File: config.mk
export PLATFORM = sky130hd
export DESIGN_NAME = stable_sorted_priority_queue
export DESIGN_NICKNAME = d
export VERILOG_FILES = /design/src/design/spq_pkg.sv /design/src/design/spq_cell.sv /design/src/design/stable_sorted_priority_queue.sv
export SDC_FILE = /design/constraint.sdc
export NUM_CORES = 2
export LEC_CHECK = 0
export BUFFER_PORTS_ARGS = -buffer_cell sky130_fd_sc_hd__buf_2
export CAP_MARGIN = 20
export CORE_ASPECT_RATIO = 1.75
export CORE_UTILIZATION = 35
export CTS_CLUSTER_DIAMETER = 120
export DETAILED_ROUTE_END_ITERATION = 16
export HOLD_SLACK_MARGIN = 0.05
export PLACE_DENSITY = 0.57
export SLEW_MARGIN = 10
export SYNTH_ARGS = -nofsm -noshare
export SYNTH_HDL_FRONTEND = slang
export SYNTH_SLANG_ARGS = --single-unit
File: constraint.sdc
create_clock -name clk -period 7.83 [get_ports clk]
set_input_delay 1.566 -clock clk [delete_from_list [all_inputs] [get_ports clk]]
set_output_delay 1.566 -clock clk [all_outputs]
set_load 0.05 [all_outputs]
File: src/design/spq_pkg.sv
// ----------------------------------------------------------------------------
// spq_pkg: shared types and constants of the stable sorted priority queue
// Entry layout, operation and status codes, store geometry.
// ----------------------------------------------------------------------------
package spq_pkg;

  localparam int CAPACITY      = 16;
  localparam int PRIORITY_BITS = 16;
  localparam int CNT_W         = $clog2(CAPACITY + 1);
  localparam int PRIO_IN_W     = 16;
  localparam int PAYLOAD_W     = 32;

  typedef enum logic [1:0] {
    OP_PUSH  = 2'd0,
    OP_POP   = 2'd1,
    OP_CLEAR = 2'd2,
    OP_NOP   = 2'd3
  } op_t;

  typedef enum logic [1:0] {
    ST_OK    = 2'd0,
    ST_EMPTY = 2'd1,
    ST_FULL  = 2'd2,
    ST_RSVD  = 2'd3
  } status_t;

  typedef struct packed {
    logic [PRIORITY_BITS-1:0] prio;
    logic [PAYLOAD_W-1:0]     payload;
    logic                     kind;
  } entry_t;

  // Broadcast from the top level to every cell
  typedef struct packed {
    logic   push_en;
    logic   pop_en;
    entry_t new_entry;
  } ctrl_t;

endpackage

File: src/design/spq_cell.sv
// ----------------------------------------------------------------------------
// spq_cell: one slot of the shift-register priority queue
// Holds one entry, compares it with the broadcast entry and shifts with its
// neighbors on push (toward the back) or pop (toward the front).
// ----------------------------------------------------------------------------
module spq_cell
  import spq_pkg::*;
(
  input  logic   clk,
  input  ctrl_t  ctrl,
  input  logic   occ,        // slot holds a stored entry
  input  logic   left_keep,  // left neighbor keeps its entry on push
  input  entry_t left_entry,
  input  entry_t right_entry,
  output logic   keep,
  output entry_t entry_o
);

  entry_t entry_r;
  entry_t entry_nxt;

  // Stored entries with equal or lower priority stay in place
  assign keep    = occ && (entry_r.prio <= ctrl.new_entry.prio);
  assign entry_o = entry_r;

  always_comb begin
    entry_nxt = entry_r;
    if (ctrl.push_en && !keep) begin
      entry_nxt = left_keep ? ctrl.new_entry : left_entry;
    end else if (ctrl.pop_en) begin
      entry_nxt = right_entry;
    end
  end

  always_ff @(posedge clk) begin
    entry_r <= entry_nxt;
  end

endmodule

File: src/design/stable_sorted_priority_queue.sv
// ----------------------------------------------------------------------------
// stable_sorted_priority_queue: bounded stable priority queue
// Row of CAPACITY cells kept in ascending priority order.
// ----------------------------------------------------------------------------
// Usage:
//   Input channel in_*: one operation per item. tuser carries the operation
//   (push, pop, clear, no-op) and the kind tag; tdata carries priority and payload.
//   Result channel out_*: exactly one result item per input item, carrying
//   status, popped payload and kind, and the entry count after the operation.
// Timing:
//   All cells compare against the pushed priority in parallel and shift in
//   the same clock edge that loads the result into the output register.
//   One item per cycle is sustained while the receiver takes results; the
//   cell row updates together with the count register.
// Stall:
//   The output register is reloaded in the cycle it is emptied, so in_tready
//   stays high while out_tready is high; when the receiver stalls with a
//   result held, in_tready drops until it is taken.
// Reset:
//   rst_n (synchronous, active low) empties the queue and the output register.
//   Cell contents are not cleared; only slots below the count are ever read.
// ----------------------------------------------------------------------------
module stable_sorted_priority_queue
  import spq_pkg::*;
(
  input  logic        clk,
  input  logic        rst_n,
  input  logic        in_tvalid,
  output logic        in_tready,
  input  logic [47:0] in_tdata,   // [15:0] priority_req, [47:16] payload
  input  logic [2:0]  in_tuser,   // [1:0] operation, [2] kind
  output logic        out_tvalid,
  input  logic        out_tready,
  output logic [39:0] out_tdata,  // [31:0] out_payload, [36:32] count, zero pad
  output logic [2:0]  out_tuser   // [1:0] status, [2] out_kind
);

  logic                 in_acc;
  op_t                  op;
  logic                 full;
  logic                 empty;
  ctrl_t                ctrl;
  logic [CAPACITY-1:0]  occ;
  logic [CAPACITY-1:0]  keep;
  entry_t               cell_entry [CAPACITY];

  logic [CNT_W-1:0]     count_r, count_nxt;
  logic                 out_valid_r;
  status_t              status_r, status_nxt;
  logic [PAYLOAD_W-1:0] opay_r, opay_nxt;
  logic                 okind_r, okind_nxt;

  assign in_tready = !out_valid_r || out_tready;
  assign in_acc    = in_tvalid && in_tready;
  assign op        = op_t'(in_tuser[1:0]);
  assign full      = (count_r == CNT_W'(CAPACITY));
  assign empty     = (count_r == '0);

  // Broadcast control to the cell row
  always_comb begin
    ctrl.push_en           = in_acc && (op == OP_PUSH) && !full;
    ctrl.pop_en            = in_acc && (op == OP_POP) && !empty;
    ctrl.new_entry.prio    = in_tdata[PRIORITY_BITS-1:0];
    ctrl.new_entry.payload = in_tdata[PRIO_IN_W +: PAYLOAD_W];
    ctrl.new_entry.kind    = in_tuser[2];
  end

  // Cell row
  for (genvar i = 0; i < CAPACITY; i++) begin : g_cell
    assign occ[i] = (CNT_W'(i) < count_r);
    spq_cell u_cell (
      .clk         (clk),
      .ctrl        (ctrl),
      .occ         (occ[i]),
      .left_keep   ((i == 0) ? 1'b1 : keep[(i == 0) ? 0 : i - 1]),
      .left_entry  (cell_entry[(i == 0) ? 0 : i - 1]),
      .right_entry ((i == CAPACITY - 1) ? ctrl.new_entry
                                        : cell_entry[(i == CAPACITY - 1) ? i : i + 1]),
      .keep        (keep[i]),
      .entry_o     (cell_entry[i])
    );
  end

  // Count and result
  always_comb begin
    count_nxt  = count_r;
    status_nxt = ST_OK;
    opay_nxt   = '0;
    okind_nxt  = 1'b0;
    unique case (op)
      OP_PUSH: begin
        if (full) status_nxt = ST_FULL;
        else      count_nxt  = count_r + 1'b1;
      end
      OP_POP: begin
        if (empty) begin
          status_nxt = ST_EMPTY;
        end else begin
          opay_nxt  = cell_entry[0].payload;
          okind_nxt = cell_entry[0].kind;
          count_nxt = count_r - 1'b1;
        end
      end
      OP_CLEAR: count_nxt = '0;
      default:  count_nxt = count_r;
    endcase
  end

  // Control registers
  always_ff @(posedge clk) begin
    if (!rst_n) begin
      count_r     <= '0;
      out_valid_r <= 1'b0;
    end else begin
      if (in_acc) begin
        count_r     <= count_nxt;
        out_valid_r <= 1'b1;
      end else if (out_tready) begin
        out_valid_r <= 1'b0;
      end
    end
  end

  // Result payload register
  always_ff @(posedge clk) begin
    if (in_acc) begin
      status_r <= status_nxt;
      opay_r   <= opay_nxt;
      okind_r  <= okind_nxt;
    end
  end

  // Count seen by the result is the one after the operation
  logic [CNT_W-1:0] res_count_r;
  always_ff @(posedge clk) begin
    if (in_acc) res_count_r <= count_nxt;
  end

  assign out_tvalid = out_valid_r;
  assign out_tdata  = {{(40 - PAYLOAD_W - CNT_W){1'b0}}, res_count_r, opay_r};
  assign out_tuser  = {okind_r, status_r};

endmodule

==> flow_summary_export.csv <==
group,metric,value,unit
job,cap_viol_max_count,0,
finish,final_cell_mix,"nand2_1, edfxtp_1, nor2_1",
timing,timing.setup.tns,0,ns
timing,rsz0062_at_grt,"no",
critical_path,worstReg2RegEnd,"g_cell[5].u_cell.entry_o[16]",
finish,nFillCells,12839,
clock_tree,insertion_delay,0.74,ns
min_path,hold_start,"g_cell[15].u_cell.entry_o[19]",
global_route,overflow,0,
clock_tree,clock-root-buffer,"clkbuf_16",
die,rows,176,
timing,skew,0.0634,ns
routing,ant_nets,0,
critical_path,cp_max_fo,21,
timing,tightest_slew,1.15,ns
critical_path,worstPathArrival,6.19,ns
synthesis,synth_seq_area_share,0.533,
global_route,grt_max_degree,99,
timing,setup_viol,0,
status,status,"complete, no violations",
finish,design_area,0.0517,sq mm
min_path,hold_path.class,"register to register",
clock_tree,path_clk_slew,0.07,ns
die,num_io_pins,100,
synthesis,ys.flop_type,"edfxtp_1",
finish,area_growth_syn_to_layout,10.8,%
clock_tree,cts_sinks,830,
global_route,antenna_found_initial,5,
clock_tree,cts-resized-gates,0,
pwr,powerDensity,216,mW/mm^2
synthesis,synth-async-reset-ratio,0,
pwr,p_leak,19.7,nW
routing,routed_wl,164,mm
die,core,0.132,sq mm
timing,min_period_over_period,0.735,
critical_path,rr_worst_depth,10,
routing,wl_per_cell,26.5,microns
routing,drc,0,
placed_design,place.gp.congestion,0.971,
timing,max-slew-margin-rel,0.233,
die,start_util,0.354,
global_route,grt_first_pass_wirelength,240,mm
critical_path,cp.required,8.26,ns
pwr,vdd_ir_drop_max,0.156,mV
placed_design,place_area,0.0489,sq mm
finish,final_nets,4740,
critical_path,endpoint_kind,"register",
routing,via_per_inst,5.76,
critical_path,reg2reg_from,"g_cell[4].u_cell.entry_o[48]",
clock_tree,cts_tree,"yes",
timing,slew_violations,0,
synthesis,yosysUniqueCellTypes,70,
die,die_w,278,microns
routing,num_vias,35627,
global_route,grt_pass1_vias,35887,
finish,layout-drive-gt1-share,0.102,
clock_tree,cts_hold_buf,0,
finish,layout_commonest_cell,"nand2_1",
routing,drt_iter0_drc,2714,
critical_path,startpoint_type,"input pin",
synthesis,ys_ff_latch,830,
global_route,track_usage,0.241,
timing,fmax,174,MHz
synthesis,synthCells,4498,
placed_design,port_buffers,96,
clock_tree,cts.path.max_buffers,3,
critical_path,r2r_setup_slack,3.30,ns
placed_design,hpwlAfterDp,109,mm
die,chipHeight,485,microns
timing,hold_viol,0,
clock_tree,cts_buffers,85,
min_path,min_to,"g_cell[14].u_cell.entry_o[19]",
timing,period_needed,5.76,ns
synthesis,netlist_area,0.0467,sq mm
critical_path,critPathKind,"input pin to register",
synthesis,synth_edf_count,824,
synthesis,yosys_warnings,0,
routing,firstDrtPassIters,7,
synthesis,avgSynthCellArea,10.4,sq um
die,die-area,0.135,sq mm
min_path,whs_path_depth,2,
clock_tree,cts_setup_buffers,0,
finish,finalNonFillerCells,6190,
timing,whs,0.512,ns
clock_tree,htreeDepth,3,
placed_design,dp.cells,6029,
power breakdown:
part	leakage, nW	internal, mW	switching (mW)
sequential	7.66	5.21	0.167
combinational	10.6	0.461	1.06
clock	1.36	2.33	1.92
worst max-delay path, cell delays in order:
cell	delay, ns
buf_2	0.32
inv_1	0.41
ha_1	0.47
nand4_1	0.40
nor4_1	0.80
a21boi_0	0.52
nor4_1	0.13
buf_4	0.19
nor2_4	0.36
buf_4	0.52
mux2i_1	0.33
o21ai_0	0.12
worst max path at each step:
stage / startpoint / end / slack, ns
after floorplan: in_tdata[15] / g_cell[3].u_cell.entry_o[0] / 0.05
after global placement: in_tdata[15] / g_cell[4].u_cell.entry_o[8] / 1.43
after detailed placement: in_tdata[15] / g_cell[5].u_cell.entry_o[16] / 1.46
after CTS: in_tdata[15] / g_cell[5].u_cell.entry_o[16] / 2.19
after global routing: in_tdata[14] / g_cell[5].u_cell.entry_o[16] / 2.15
final: in_tdata[15] / g_cell[5].u_cell.entry_o[16] / 2.07
area by class of cell:
type | instances | area, sq um | area share
multi-input cells | 3280 | 20500 | 0.396
repair buffers | 183 | 1310 | 0.0253
well taps | 1691 | 2120 | 0.0409
inverters | 46 | 173 | 0.00334
clock buffers | 109 | 2310 | 0.0447
clock inverters | 48 | 472 | 0.00912
flip-flops and latches | 830 | 24900 | 0.481
diodes | 3 | 7.51 | 0.000145
cells by family after synthesis:
kind of cell	count (synthesis)	synth area share
AOI/OAI and AO/OA	919	0.112
xor gates and xnor gates	1	0.000188
adders and majority gates	259	0.0694
buffers and inverters	390	0.0365
DFF	830	0.533
muxes	489	0.107
other	1	0.0000804
and+or+nand+nor	1609	0.141
metrics by stage:
step / util / power, mW / worst slack, ns
floorplan: - / 6.38 / 0.0473
global placement: 0.370 / 6.94 / 1.43
detailed placement: 0.371 / 6.98 / 1.46
CTS: 0.392 / 11.2 / 2.19
global route: 0.392 / 11.5 / 2.15
finish: 0.392 / 11.1 / 2.07
synthesized netlist by cell type (4+ instances only):
library cell | n | area [sq um]
nand4_1 | 45 | 282
nand2_1 | 862 | 3240
a21boi_0 | 7 | 52.6
clkbuf_1 | 214 | 803
nor3_2 | 5 | 50.1
dfxtp_1 | 6 | 120
nand3_1 | 15 | 75.1
o21ai_1 | 11 | 55.1
a211oi_1 | 5 | 37.5
buf_4 | 27 | 203
and2_1 | 39 | 244
a211o_1 | 4 | 35.0
nor4_1 | 15 | 93.8
a2111oi_0 | 7 | 61.3
nor3b_1 | 4 | 30.0
o211ai_1 | 10 | 75.1
nand2b_1 | 13 | 81.3
ha_1 | 259 | 3240
a21o_1 | 14 | 105
o21a_1 | 7 | 52.6
edfxtp_1 | 824 | 24700
nor2_1 | 538 | 2020
mux2_1 | 10 | 113
o21ai_0 | 228 | 1140
buf_2 | 100 | 500
nor3_1 | 23 | 115
and3_1 | 4 | 25.0
inv_1 | 45 | 169
and4_1 | 6 | 52.6
nor2b_1 | 16 | 100
a21oi_1 | 302 | 1510
mux2i_1 | 392 | 3920
a31oi_1 | 297 | 1860
or4_1 | 7 | 52.6
mux2_2 | 87 | 980
flip-flops by register name (all words and copies together) (netlist names):
signal,cells
count_r,5
g_cell.u_cell.entry_o,784
okind_r,1
opay_r,32
out_tvalid,1
res_count_r,5
status_r,2
routing by layer:
metal  vias to the layer above  wire length (microns)  track usage
met3                       457                   7670       0.0295
met2                      1331                  85400        0.439
met4                         2                  12500        0.170
met5                         -                     13            0
li1                      16241                      -            -
met1                     17596                  58800        0.255
Power figures use the tool's default switching activity.
